<file path="src/rtl/vdc_pkg.sv">
// Package for the vigilance dead-man controller: mode codes, register
// indexes, reset values and the transaction payload types.
// No dependencies.
package vdc_pkg;

  // Operating modes, encoded as seen on the result mode field
  typedef enum logic [2:0] {
    MODE_OFF            = 3'd0,
    MODE_HOLD           = 3'd1,
    MODE_HOLD_ALARM     = 3'd2,
    MODE_RELEASED       = 3'd3,
    MODE_RELEASED_ALARM = 3'd4,
    MODE_EMERGENCY      = 3'd5
  } mode_e;

  // Configuration register indexes (byte address = 4 * index)
  typedef enum logic [1:0] {
    REG_HOLD_DELAY    = 2'd0,
    REG_RELEASE_DELAY = 2'd1,
    REG_ALARM_DUR     = 2'd2,
    REG_UNUSED        = 2'd3
  } reg_idx_e;

  localparam int unsigned PADDR_W   = 4;
  localparam int unsigned PDATA_W   = 32;
  localparam int unsigned TIME_W    = 32;
  localparam int unsigned SPEED_W   = 9;

  localparam logic [TIME_W-1:0] HOLD_DELAY_RST    = 32'd55000;
  localparam logic [TIME_W-1:0] RELEASE_DELAY_RST = 32'd5000;
  localparam logic [TIME_W-1:0] ALARM_DUR_RST     = 32'd5000;

  // One evaluation tick
  typedef struct packed {
    logic [TIME_W-1:0]  now_ms;
    logic [SPEED_W-1:0] veh_speed;
    logic               zone_switch_on;
    logic               pedal_held;
    logic               emergency_active;
  } vdc_in_t;

  // One result per tick
  typedef struct packed {
    logic [2:0] mode;
    logic       hold_alarm;
    logic       release_alarm;
    logic       brake_request;
  } vdc_out_t;

endpackage

</file>
<file path="src/rtl/vdc_if.sv">
// Valid/ready channel interfaces for tick inputs and results.
// Depends on vdc_pkg.
interface vdc_in_if import vdc_pkg::*; ();
  logic    valid;
  logic    ready;
  vdc_in_t data;

  modport source (output valid, output data, input ready);
  modport sink   (input valid, input data, output ready);
endinterface

interface vdc_out_if import vdc_pkg::*; ();
  logic     valid;
  logic     ready;
  vdc_out_t data;

  modport source (output valid, output data, input ready);
  modport sink   (input valid, input data, output ready);
endinterface

</file>
<file path="src/rtl/vigilance_deadman_controller_top.sv">
// Vigilance dead-man controller, top level.
// Ticks pass the input register, then the result register; a result waits there while results stall.
// Throughput: one tick per cycle while results are taken; the mode/mark update is a single add, compare and select.
// Reset (rst_ni, async, active low): mode off, mark time zero, delays 55000/5000/5000 ms,
// both channel stages empty.
// Depends on vdc_pkg and the interfaces in vdc_if.sv.
module vigilance_deadman_controller_top
  import vdc_pkg::*;
(
  input  logic               clk_i,
  input  logic               rst_ni,
  vdc_in_if.sink             in_ch,
  vdc_out_if.source          out_ch,
  input  logic               psel,
  input  logic               penable,
  input  logic               pwrite,
  input  logic [PADDR_W-1:0] paddr,
  input  logic [PDATA_W-1:0] pwdata,
  output logic [PDATA_W-1:0] prdata,
  output logic               pready
);

  // Configuration registers
  logic [TIME_W-1:0] hold_delay_q, release_delay_q, alarm_dur_q;
  reg_idx_e          reg_idx;
  logic              cfg_wr;

  assign pready  = 1'b1;
  assign reg_idx = reg_idx_e'(paddr[3:2]);
  assign cfg_wr  = psel && penable && pwrite;

  always_ff @(posedge clk_i or negedge rst_ni) begin
    if (!rst_ni) begin
      hold_delay_q    <= HOLD_DELAY_RST;
      release_delay_q <= RELEASE_DELAY_RST;
      alarm_dur_q     <= ALARM_DUR_RST;
    end else if (cfg_wr) begin
      case (reg_idx)
        REG_HOLD_DELAY:    hold_delay_q    <= pwdata;
        REG_RELEASE_DELAY: release_delay_q <= pwdata;
        REG_ALARM_DUR:     alarm_dur_q     <= pwdata;
        default:           ;
      endcase
    end
  end

  // Register readback
  always_comb begin
    case (reg_idx)
      REG_HOLD_DELAY:    prdata = hold_delay_q;
      REG_RELEASE_DELAY: prdata = release_delay_q;
      REG_ALARM_DUR:     prdata = alarm_dur_q;
      default:           prdata = '0;
    endcase
  end

  // Pipeline handshake: input register feeds the result register
  logic    s1_valid_q, out_valid_q;
  vdc_in_t s1_q;
  logic    advance, out_free;

  assign out_free     = !out_valid_q || out_ch.ready;
  assign advance      = s1_valid_q && out_free;
  assign in_ch.ready  = !s1_valid_q || out_free;

  always_ff @(posedge clk_i or negedge rst_ni) begin
    if (!rst_ni) begin
      s1_valid_q <= 1'b0;
    end else if (in_ch.ready) begin
      s1_valid_q <= in_ch.valid;
    end
  end

  always_ff @(posedge clk_i) begin
    if (in_ch.valid && in_ch.ready) begin
      s1_q <= in_ch.data;
    end
  end

  // Mode and mark-time state
  mode_e             mode_q, mode_d;
  logic [TIME_W-1:0] mark_q, mark_d;
  logic              brake_d;
  logic [TIME_W-1:0] delay_sel, deadline;
  logic              expired, armed;

  always_ff @(posedge clk_i or negedge rst_ni) begin
    if (!rst_ni) begin
      mode_q <= MODE_OFF;
      mark_q <= '0;
    end else if (advance) begin
      mode_q <= mode_d;
      mark_q <= mark_d;
    end
  end

  // Timeout test against the delay that belongs to the current mode
  always_comb begin
    case (mode_q)
      MODE_HOLD:           delay_sel = hold_delay_q;
      MODE_RELEASED:       delay_sel = release_delay_q;
      MODE_HOLD_ALARM,
      MODE_RELEASED_ALARM: delay_sel = alarm_dur_q;
      default:             delay_sel = '0;
    endcase
  end

  assign deadline = mark_q + delay_sel;
  assign expired  = s1_q.now_ms > deadline;
  assign armed    = (s1_q.veh_speed != '0) || s1_q.zone_switch_on;

  // Next mode (hold, released and alarm modes): disarm first, then timeout, then pedal change
  always_comb begin
    mode_d  = mode_q;
    mark_d  = mark_q;
    brake_d = 1'b0;
    case (mode_q)
      MODE_OFF: begin
        if (armed) begin
          mode_d = s1_q.pedal_held ? MODE_HOLD : MODE_RELEASED;
          mark_d = s1_q.now_ms;
        end
      end
      MODE_HOLD: begin
        if (!armed) begin
          mode_d = MODE_OFF;
        end else if (expired) begin
          mode_d = MODE_HOLD_ALARM;
          mark_d = s1_q.now_ms;
        end else if (!s1_q.pedal_held) begin
          mode_d = MODE_RELEASED;
          mark_d = s1_q.now_ms;
        end
      end
      MODE_RELEASED: begin
        if (!armed) begin
          mode_d = MODE_OFF;
        end else if (expired) begin
          mode_d = MODE_RELEASED_ALARM;
          mark_d = s1_q.now_ms;
        end else if (s1_q.pedal_held) begin
          mode_d = MODE_HOLD;
          mark_d = s1_q.now_ms;
        end
      end
      MODE_HOLD_ALARM: begin
        if (!armed) begin
          mode_d = MODE_OFF;
        end else if (expired) begin
          mode_d  = MODE_EMERGENCY;
          brake_d = 1'b1;
        end else if (!s1_q.pedal_held) begin
          mode_d = MODE_RELEASED;
          mark_d = s1_q.now_ms;
        end
      end
      MODE_RELEASED_ALARM: begin
        if (!armed) begin
          mode_d = MODE_OFF;
        end else if (expired) begin
          mode_d  = MODE_EMERGENCY;
          brake_d = 1'b1;
        end else if (s1_q.pedal_held) begin
          mode_d = MODE_HOLD;
          mark_d = s1_q.now_ms;
        end
      end
      MODE_EMERGENCY: begin
        if (!s1_q.emergency_active) begin
          mode_d = MODE_OFF;
        end
      end
      default: begin
        mode_d = MODE_OFF;
      end
    endcase
  end

  // Result register
  vdc_out_t out_q;

  always_ff @(posedge clk_i or negedge rst_ni) begin
    if (!rst_ni) begin
      out_valid_q <= 1'b0;
    end else if (out_free) begin
      out_valid_q <= s1_valid_q;
    end
  end

  always_ff @(posedge clk_i) begin
    if (advance) begin
      out_q.mode          <= mode_d;
      out_q.hold_alarm    <= (mode_d == MODE_HOLD_ALARM);
      out_q.release_alarm <= (mode_d == MODE_RELEASED_ALARM);
      out_q.brake_request <= brake_d;
    end
  end

  assign out_ch.valid = out_valid_q;
  assign out_ch.data  = out_q;

  // Assertions
  a_brake_in_emerg: assert property (@(posedge clk_i) disable iff (!rst_ni)
    out_valid_q && out_q.brake_request |-> out_q.mode == MODE_EMERGENCY)
    else $error("brake request outside emergency mode");

  a_result_tracks_state: assert property (@(posedge clk_i) disable iff (!rst_ni)
    out_valid_q |-> out_q.mode == mode_q)
    else $error("held result mode differs from state");

  a_alarm_flags: assert property (@(posedge clk_i) disable iff (!rst_ni)
    out_valid_q |-> (out_q.hold_alarm == (out_q.mode == MODE_HOLD_ALARM)) &&
                    (out_q.release_alarm == (out_q.mode == MODE_RELEASED_ALARM)))
    else $error("alarm flags disagree with mode");

  a_no_bubble: assert property (@(posedge clk_i) disable iff (!rst_ni)
    out_ch.ready |-> in_ch.ready)
    else $error("input stalled while result side is ready");

  a_brake_from_alarm: assert property (@(posedge clk_i) disable iff (!rst_ni)
    advance && brake_d |=> $past(mode_q) == MODE_HOLD_ALARM ||
                           $past(mode_q) == MODE_RELEASED_ALARM)
    else $error("brake request not from an alarm mode");

endmodule
</file>
<file path="src/flat_wrapper.sv">
// flat-port wrapper written by rule: the top's interface ports become plain ports
module vigilance_deadman_controller_top_flat import vdc_pkg::*;
  (clk_i, rst_ni, psel, penable, pwrite, paddr, pwdata, prdata, pready, in_ch_valid, in_ch_data, in_ch_ready, out_ch_valid, out_ch_data, out_ch_ready);
  vdc_in_if in_ch_i ();
  vdc_out_if out_ch_i ();
  input  logic clk_i;
  input  logic rst_ni;
  input  logic psel;
  input  logic penable;
  input  logic pwrite;
  input  logic [PADDR_W-1:0] paddr;
  input  logic [PDATA_W-1:0] pwdata;
  output logic [PDATA_W-1:0] prdata;
  output logic pready;
  input wire logic [$bits(in_ch_i.valid)-1:0] in_ch_valid;
  input wire logic [$bits(in_ch_i.data)-1:0] in_ch_data;
  output wire logic [$bits(in_ch_i.ready)-1:0] in_ch_ready;
  output wire logic [$bits(out_ch_i.valid)-1:0] out_ch_valid;
  output wire logic [$bits(out_ch_i.data)-1:0] out_ch_data;
  input wire logic [$bits(out_ch_i.ready)-1:0] out_ch_ready;
  assign in_ch_i.valid = in_ch_valid;
  assign in_ch_i.data = in_ch_data;
  assign in_ch_ready = in_ch_i.ready;
  assign out_ch_valid = out_ch_i.valid;
  assign out_ch_data = out_ch_i.data;
  assign out_ch_i.ready = out_ch_ready;
  vigilance_deadman_controller_top u_core (.clk_i(clk_i), .rst_ni(rst_ni), .in_ch(in_ch_i), .out_ch(out_ch_i), .psel(psel), .penable(penable), .pwrite(pwrite), .paddr(paddr), .pwdata(pwdata), .prdata(prdata), .pready(pready));
endmodule
</file>
<file path="config.mk">
export PLATFORM = sky130hd
export DESIGN_NAME = vigilance_deadman_controller_top_flat
export DESIGN_NICKNAME = d
export VERILOG_FILES = /design/src/rtl/vdc_pkg.sv /design/src/rtl/vdc_if.sv /design/src/rtl/vigilance_deadman_controller_top.sv /design/src/flat_wrapper.sv
export SDC_FILE = /design/constraint.sdc
export NUM_CORES = 1
export LEC_CHECK = 0
export BUFFER_PORTS_ARGS = -buffer_cell sky130_fd_sc_hd__buf_2
export CAP_MARGIN = 10
export CORE_MARGIN = 8
export CORE_UTILIZATION = 45
export CTS_CLUSTER_SIZE = 14
export DETAILED_ROUTE_END_ITERATION = 12
export GPL_TIMING_DRIVEN = 0
export SLEW_MARGIN = 10
export SYNTH_ARGS = -nofsm -noshare
export SYNTH_HDL_FRONTEND = slang
export SYNTH_SLANG_ARGS = --single-unit
</file>
<file path="constraint.sdc">
create_clock -name clk_i -period 7.2 [get_ports clk_i]
set_input_delay 0 -clock clk_i [delete_from_list [all_inputs] [get_ports clk_i]]
set_output_delay 0 -clock clk_i [all_outputs]
set_load 0.02 [all_outputs]
</file>
Word level (Yosys, flattened, before mapping):

Index checks and enable logic that the tools add are counted.

* input port bits: 87
* logic and storage cells: 82
* register bits: 183

* equal/unequal tests: 16
* magnitude comparators: 1
* muxes and demuxes: 29
* $add $sub $neg: 1
* reductions and logical operators: 19

Operator list (count)
* 32-bit 2-to-1 mux: 11
* 32-bit one-hot mux with 3 select lines: 2
* 32-bit one-hot mux with 5 select lines: 1
* 3-bit 2-to-1 mux: 12
* 32-bit adder: 1
* 32-bit > comparator: 1
* 3-bit one-hot mux with 6 select lines: 1
* 2-bit by 1-bit != test with 1-bit output, second input constant: 5
* 3-bit by 2-bit equality test with 1-bit output, second input constant: 3
* 3-bit equality test, second input constant: 3
* 9-bit AND reduction: 1
* 9-bit nonzero test: 1
* 2-bit AND reduction: 4
* 5-bit nonzero test: 1
* 1-bit logical AND: 4
* 2-bit != test, second input constant: 2
* 3-bit by 1-bit equality test with 1-bit output, second input constant: 1
* 3-bit logical NOT: 1
* 1-bit logical OR: 3
* 2-bit by 1-bit equality test with 1-bit output, second input constant: 1
* 2-bit equality test, second input constant: 1
* 1-bit logical NOT: 2
* 2-bit logical NOT: 1
* 2-bit 2-to-1 mux: 1
* other kinds (2): 2

Logic depth before layout (Yosys ltp):

Gate-level depths: netlist of run 1.

* word-level depth: 9
* depth in mapped cells: 30
* depth with buffers taken out: 27

Worst setup path after synthesis of run 1:

OpenSTA, ideal clock, no wires.

* path kind: flip-flop to flip-flop
* start: reg u_core.mode_q[1]
* end: reg u_core.mark_q[12]
* library setup time: 130 ps
* arrival time: 6182 ps
* slack: 888 ps
* clock period less this slack: 6312 ps
* buffers on the path: 4
* stages on the path, launching flop included: 30
* cells stage by stage: dfrtp_1 > buf_2 > nor2_1 > xnor2_1 > clkbuf_1 > nor2_1 > clkbuf_1 > nand2_1 > o21ai_0 > ha_1 > nand2_1 > o21ai_1 > a221o_1 > a21o_1 > a2111o_1 > a31o_2 > a21oi_4 > o21ai_2 > a221o_1 > ha_1 > nand4_1 > nor4_1 > o21ai_1 > a31o_2 > a21oi_1 > a211oi_1 > nor2_2 > clkbuf_1 > a41o_1 > o21ai_1

* word-level cells in the longest chain between the ends: 8
* elaborated cells on any way between the ends: 23

Ends and longest elaborated chain
* from (decl): RTL line vigilance_deadman_controller_top.sv:81 `mode_e mode_q, mode_d;`
* from (signal assigned): RTL line vigilance_deadman_controller_top.sv:92 `mode_q <= mode_d;`
* 3-bit by 2-bit equality test with 1-bit output or 3-bit equality test (tied branches): RTL line vigilance_deadman_controller_top.sv:99, vigilance_deadman_controller_top.sv:117
* 2-bit OR reduction (no line)
* 32-bit one-hot mux with 3 select lines: RTL line vigilance_deadman_controller_top.sv:99 `case (mode_q)`
* 32-bit adder: RTL line vigilance_deadman_controller_top.sv:108 `assign deadline = mark_q + delay_sel;`
* 32-bit > comparator: RTL line vigilance_deadman_controller_top.sv:109 `assign expired = s1_q.now_ms > deadline;`
* 32-bit 2-to-1 mux (on tied branches): RTL line vigilance_deadman_controller_top.sv:138, vigilance_deadman_controller_top.sv:127
* 32-bit 2-to-1 mux (on tied branches): RTL line vigilance_deadman_controller_top.sv:136, vigilance_deadman_controller_top.sv:125
* 32-bit one-hot mux with 5 select lines: RTL line vigilance_deadman_controller_top.sv:117 `case (mode_q)`
* to (signal assigned): RTL line vigilance_deadman_controller_top.sv:93 `mark_q <= mark_d;`
* to (decl): RTL line vigilance_deadman_controller_top.sv:82 `logic [TIME_W-1:0] mark_q, mark_d;`

Parallel ways exist; a longest one is shown, timed or not. The select of a mux whose other input is x is not followed.
A chain may end at the register's enable or synchronous reset.

Worst setup path in the final report of run 1:

* start: reg u_core.mode_q[1]
* end: reg u_core.mark_q[21]

Same word-level chain as after synthesis.

==> summary.md, run 1 <==
| Metric | Value |
|---|---|
| # DRC | 0 |
| Area after DPL | 14000 um2 |
| CTS Buf Count | 17 |
| Dpl ws | -1.66 ns |
| Mapped Area | 12800 um2 |
| Max Buffers Root-to-Sink | 2 |
| Synth top area share | 0.222 |
| Fraction of layout instances using a drive strength above 1 | 0.215 |
| Number of global-route vias before repair | 11400 |
| Filler cell count | 2629 |
| Minimum clock period | 6.87 ns |
| Pwr/cell area | 466 nW/um2 |
| Num rows | 62 |
| Drt total wl | 39600 um |
| Post-synth ARST share | 0.727 |
| Seq cells post-synth | 183 |
| Flip-flop and latch area | 4850 um2 |
| Dominant synthesized flop cell | dfrtp_1 |
| Worst slew pin tran | 0.832 ns |
| DR pass1 iterations | 6 |
| Multi-input gate area | 7650 um2 |
| Crit. End Element | flip-flop |
| Final Hold Fails | 0 |
| CP required | 7.53 ns |
| Die width | 185 um |
| Worst-Skew Late Latency | 0.45 ns |
| Core region area | 28400 um2 |
| Mean Syn Cell Area | 9.28 um2 |
| CTS tree | built |
| Worst R2R End | u_core.mark_q[21]$_DFFE_PN0P_ |
| Final setup violation count | 0 |
| Max Fclk | 146 MHz |
| Post-DP HPWL | 28900 um |
| H-tree depth | 4 |
| Worst R2R Start | u_core.mode_q[1]$_DFFE_PN0P_ |
| Via count | 11500 |
| Yosys top cell by area | dfrtp_1 |
| Final Slew Violations | 0 |
| TNS Setup | 0 ns |
| Post-synth EDFFs | 50 |
| Antenna violations before repair | 0 |
| Largest net degree at the start of global routing | 83 |
| Startpoint Class | flip-flop |
| Vias per cell | 5.73 |
| Tot Pwr | 7.25 mW |
| First-pass GRT wire length | 63000 um |
| Number of library cell types mapped by synthesis | 64 |
| Max_slew headroom | 0.445 |
| Count leader, synth | nand2_1 |
| Root Buffer | clkbuf_16 |
| Max Cap Viol | 0 |
| Clk sink count | 183 |
| RD Place Congestion | 0.913 |
| DR iter-0 viols | 847 |
| Syn nets | 1533 |
| Worst hold path class | in -> async |
| Yosys Warn Count | 0 |
| Synth top area cells | dfrtp_1 22%, edfxtp_1 12%, mux2_2 9.2% |
| Final Skew | 0.0113 ns |
| IO Port Bufs | 122 |
| Area Overhead vs Synth | 21.4% |
| P_leak | 6.73 nW |
| Global Route Usage Sum | 0.234 |
| Ports | 128 |
| Post-route ant nets | 0 |
| Number of antenna diodes | 0 |
| Critical path type | reg -> reg |
| Fin area | 15600 um2 |
| Total die area | 34200 um2 |
| Outcome | completed |
| Grt ovf | 0 |
| Die H | 185 um |
| Reg2Reg Setup Slack | 0.33 ns |
| Clock transition at path regs | 0.08 ns |
| Tcrit/Tclk final | 0.954 |
| Initial Util | 0.452 |
| Worst-path fanout max | 10 |
| Post-synth top cells | 154 x nand2_1, 127 x a21oi_1, 114 x dfrtp_1, 109 x nor2_1, 105 x mux2_2 |
| WP data arrival | 7.19 ns |
| Seq/Total Area, Yosys | 0.379 |
| Worst reg-to-reg path cell count | 27 |
| Wire length per cell | 19.8 um |
| Post-Synthesis Cells | 1382 |
| Worst setup slack after layout | 0.331 ns |
| Fin nets | 1759 |
| Worst vdd ir | 263 uV |
## layout by cell type, fill, tap and decap left out, types with 19 or more instances in the layout
| cell type | count |
|---|---|
| a21oi_1 | 127 |
| a22oi_1 | 30 |
| a41o_1 | 27 |
| and2_1 | 56 |
| and3_1 | 31 |
| buf_2 | 133 |
| clkbuf_1 | 39 |
| dfrtp_1 | 113 |
| dfstp_2 | 19 |
| dlygate4sd3_1 | 80 |
| edfxtp_1 | 50 |
| ha_1 | 63 |
| mux2_2 | 105 |
| mux2i_1 | 66 |
| nand2_1 | 153 |
| nor2_1 | 105 |
| o21ai_0 | 87 |
| o21ai_1 | 33 |
| o21bai_1 | 28 |
| o41ai_1 | 23 |
## registers in the layout, summed over array words and instances, names as in the netlist
name,cells
u_core.alarm_dur_q,32
u_core.hold_delay_q,32
u_core.mark_q,32
u_core.mode_q,3
u_core.out_ch.data,6
u_core.out_ch.valid,1
u_core.release_delay_q,32
u_core.s1_q,44
u_core.s1_valid_q,1
## worst max path at each step
stage / from / endpoint / slack, ns / depth (start not counted)
finish: u_core.mode_q[1]$_DFFE_PN0P_ / u_core.mark_q[21]$_DFFE_PN0P_ / 0.33 / 27
global route: u_core.mode_q[2]$_DFFE_PN0P_ / u_core.mark_q[23]$_DFFE_PN0P_ / -0.003 / 25
CTS: u_core.mode_q[1]$_DFFE_PN0P_ / u_core.mark_q[23]$_DFFE_PN0P_ / 0.01 / 28
detailed placement: u_core.mode_q[2]$_DFFE_PN0P_ / u_core.mark_q[15]$_DFFE_PN0P_ / -1.66 / 28
global placement: u_core.mode_q[2]$_DFFE_PN0P_ / u_core.mark_q[12]$_DFFE_PN0P_ / -1.50 / 28
floorplan: u_core.mode_q[1]$_DFFE_PN0P_ / u_core.mark_q[12]$_DFFE_PN0P_ / 0.89 / 29
## power breakdown
group	internal (mW)	switching (mW)	leakage, nW
logic	1.80	2.78	4.34
clock network	0.523	0.481	0.306
registers	1.36	0.300	2.08
## per-stage QoR
step | hold WS (ns) | utilization | instances
4_1_cts | 0.0719 | 0.545 | 2002
3_3_place_gp | 0.177 | 0.490 | 1888
5_1_grt | 0.0921 | 0.548 | 2005
3_5_place_dp | -0.0608 | 0.492 | 1890
2_1_floorplan | -0.296 | - | 1382
6_report | 0.0491 | 0.548 | 2005
## critical path: stages (launching register included)
cell and delay [ns]:
dfrtp_1 0.36, buf_2 0.19, nor2_4 0.25, inv_1 0.14, nor2_4 0.17, buf_4 0.23
nand2_1 0.08, o21ai_1 0.25, ha_1 0.37, a21o_2 0.21, a221o_1 0.36, a21o_1 0.20
a2111o_1 0.41, a31o_2 0.26, a21oi_4 0.20, o21ai_2 0.10, a221o_1 0.32, ha_1 0.31
nand4_1 0.23, nor4_4 0.41, o21ai_1 0.15, a31o_2 0.25, nand2_1 0.10, o31a_1 0.19
nand2_2 0.18, buf_2 0.27, o41ai_1 0.42, o21ai_1 0.11
## area by class of cell
| cell class | instances | area share |
|---|---|---|
| repair buffers | 208 | 0.0963 |
| clock buffers | 18 | 0.0289 |
| plain buffers | 82 | 0.0241 |
| well taps | 384 | 0.0309 |
| flip-flops and latches | 183 | 0.312 |
| clock inverters | 14 | 0.0116 |
| multi-input cells | 1099 | 0.492 |
| inverters | 17 | 0.00418 |
## cells by family after synthesis
logic type,after synthesis,share of synthesized area
xor gates and xnor gates,31,0.0212
muxes,171,0.144
buffers and inverters,100,0.0314
other,1,0.000292
adders and majority gates,64,0.0630
AOI/OAI and AO/OA,426,0.216
and+or+nand+nor,406,0.146
DFF,183,0.379
## per-layer routing
| layer | part of all wire | GRT usage | up-vias |
|---|---|---|---|
| met1 | 0.47 | 0.325 | 5541 |
| met3 | 0.055 | 0.0365 | 43 |
| met5 | 0 | 0 | - |
| met2 | 0.46 | 0.377 | 347 |
| met4 | 0.014 | 0.0602 | 0 |
| li1 | - | - | 5559 |
## timing repair
action	in CTS	in global routing
hold endpoints to repair	272	0
pin swaps	1	3
endpoints found under the setup margin	41	39
hold buffers	80	0
resized for setup	26	33
setup buffers	1	3
No activity file was read; power rests on OpenSTA's default activity.
==> run 2: changes to the inputs <==
- RECOVER_POWER: default -> 25
==> run 2 against run 1 <==
Effect of this change:
- combinational power is essentially flat
- global-route usage stayed put
- clock-buffer cell count unchanged
- worst hold slack better by 0.10 ns
- the flow now finishes with violations (max-capacitance violations, max-slew violations)
- via count up 0.17%
- critical path type unchanged
- register-to-register slack worse by 0.04 ns
==> summary.md, run 2 (synthesis results as in run 1) <==
| Metric | Value |
|---|---|
| Max Fclk | 145 MHz (-0.55%) |
| Worst hold stages | 4 |
| Clock transition at path regs | 0.08 ns (about the same) |
| P_leak | 6.72 nW (-0.17%) |
| Max Cap Viol | 1 (+1) |
| Total die area | 34200 um2 (unchanged) |
| Startpoint Class | flip-flop |
| DR iter-0 viols | 914 (+7.9%) |
| Critical path type | reg -> reg |
| CTS Buf Count | 17 (unchanged) |
| Die H | 185 um (unchanged) |
| Top reg by flops | u_core.s1_q |
| WP buf/inv | 4 (unchanged) |
| Reg2Reg Setup Slack | 0.29 ns (-0.04 ns) |
| Final setup violation count | 0 (unchanged) |
| Root Buffer | clkbuf_16 |
| Slowest cell on crit path | o41ai_1 |
| Final Hold Fails | 0 (unchanged) |
| Post-DP HPWL | 28900 um (unchanged) |
| Worst Hold End | u_core.hold_delay_q[28]$_DFFE_PN0P_ |
| # DRC | 0 (unchanged) |
| Fin nets | 1759 (unchanged) |
| H-tree depth | 4 (unchanged) |
| Area Overhead vs Synth | 21.2% (about the same) |
| Fraction of layout instances using a drive strength above 1 | 0.213 (-0.00185) |
| Worst-Skew Late Latency | 0.45 ns (about the same) |
| Max Buffers Root-to-Sink | 2 (unchanged) |
| Final Skew | 0.0135 ns (+0.00223 ns) |
| Vias per cell | 5.74 (+0.17%) |
| Cell repeated most along the worst path | o21ai_1 |
| Core region area | 28400 um2 (unchanged) |
| Global Route Usage Sum | 0.234 (unchanged) |
| Worst slew pin tran | 3.07 ns (+2.24 ns) |
| CP required | 7.52 ns (about the same) |
| Max FFs per register | 44 (unchanged) |
| Failing checks | max-capacitance violations, max-slew violations |
| Pwr/cell area | 467 nW/um2 (+0.18%) |
| Number of antenna diodes | 0 (unchanged) |
| Initial Util | 0.452 (unchanged) |
| CTS tree | built |
| Max_slew headroom | -1.05 (-1.49) |
| Crit. End Element | flip-flop |
| Tot Pwr | 7.26 mW (about the same) |
| Number of global-route vias before repair | 11400 (unchanged) |
| CP delay by family, top | compound AO/OA/AOI/OAI gates |
| Wire length per cell | 19.8 um (+0.20%) |
| Clk sink count | 183 (unchanged) |
| Antenna violations before repair | 0 (unchanged) |
| Worst R2R Start | u_core.mode_q[1]$_DFFE_PN0P_ |
| Worst reg-to-reg path cell count | 27 (unchanged) |
| DR pass1 iterations | 5 (-1) |
| Area after DPL | 14000 um2 (unchanged) |
| Fin area | 15500 um2 (about the same) |
| First-pass GRT wire length | 63000 um (unchanged) |
| Drt total wl | 39700 um (+0.20%) |
| Worst-path fanout max | 10 (unchanged) |
| Outcome | complete, but fails checks |
| Die width | 185 um (unchanged) |
| Worst vdd ir | 262 uV (-0.39%) |
| Slowest stage delay, CP | 0.42 ns (about the same) |
| Worst R2R End | u_core.mark_q[21]$_DFFE_PN0P_ |
| Most frequent cells in the layout | 153 x nand2_1, 131 x buf_2, 127 x a21oi_1, 113 x dfrtp_1 |
| Grt ovf | 0 (unchanged) |
| Worst hold path class | in -> reg |
| Ports | 128 (unchanged) |
| Via count | 11500 (+0.17%) |
| Commonest non-fill, non-tap cell in the layout | nand2_1 |
| Tcrit/Tclk final | 0.959 (+0.00523) |
| WP data arrival | 7.23 ns (+0.04 ns) |
| RD Place Congestion | 0.913 (unchanged) |
| Minimum clock period | 6.91 ns (+0.0377 ns) |
| Num rows | 62 (unchanged) |
| Hold path startpoint | penable |
| Final Slew Violations | 52 (+52) |
| Post-route ant nets | 0 (unchanged) |
| IO Port Bufs | 122 (unchanged) |
| Worst setup path start | u_core.mode_q[1]$_DFFE_PN0P_ |
| Largest net degree at the start of global routing | 83 (unchanged) |
==> run 2: changes by cell type in the layout (fill, tap and decap cells not counted) <==
| cell | before | now |
|---|---|---|
| buf_2 | 133 | 131 |
| clkbuf_1 | 39 | 42 |
| buf_8 | 1 | 0 |
==> run 2: area by class of cell <==
cell class / instances / area [um2]
sequential: 183 / 4850
buffer: 82 / 375
timing repair buffer: 208 / 1490
tap: 384 / 480
clock buffer: 18 / 450
clock inverter: 14 / 180
multi-input combinational: 1099 / 7650
inverter: 17 / 65.1
fill: 2631 / 12800
==> run 2: worst min-delay path: cells and delay by family <==
kind	cells	cell delay (ns)
buffers and inverters	1	0.10
multiplexers	1	0.24
AND/OR/NAND/NOR	2	0.24
==> run 2: what timing repair did <==
action                                  4_1_cts  5_1_grt
setup buffers                                 1        3
endpoints found under the setup margin       41       39
pin swaps                                     1        3
endpoints found under the hold margin       272        0
hold buffers                                 80        0
gates resized for setup                      26       33
==> run 2: stage by stage <==
stage               TNS [ns]   util  std cells  hold slack [ns]  setup WS (ns)
finish                     0  0.548       2005            0.152          0.293
CTS                        0  0.545       2002           0.0719         0.0137
global route        -0.00307  0.548       2005            0.170       -0.00307
floorplan                  0      -       1382           -0.296          0.888
global placement      -55.50  0.490       1888            0.177          -1.50
detailed placement    -61.56  0.492       1890          -0.0608          -1.66
==> run 2: worst max path at each step <==
stage               slack [ns]  cells after the start                             to
finish                    0.29                     27  u_core.mark_q[21]$_DFFE_PN0P_
global route            -0.003                     25  u_core.mark_q[23]$_DFFE_PN0P_
CTS                       0.01                     28  u_core.mark_q[23]$_DFFE_PN0P_
detailed placement       -1.66                     28  u_core.mark_q[15]$_DFFE_PN0P_
global placement         -1.50                     28  u_core.mark_q[12]$_DFFE_PN0P_
floorplan                 0.89                     29  u_core.mark_q[12]$_DFFE_PN0P_
==> run 2: per-layer routing <==
metal  wire length (um)  GRT usage  vias up
li1                   -          -     5553
met1              18700      0.325     5543
met2              18500      0.377      373
met3               1960     0.0365       41
met4                561     0.0602        0
met5                  0          0        -
==> run 2: report_power, final <==
| group | switching, mW | internal [mW] |
|---|---|---|
| clock network | 0.480 | 0.523 |
| registers | 0.301 | 1.36 |
| logic | 2.79 | 1.80 |
| total | 3.57 | 3.68 |
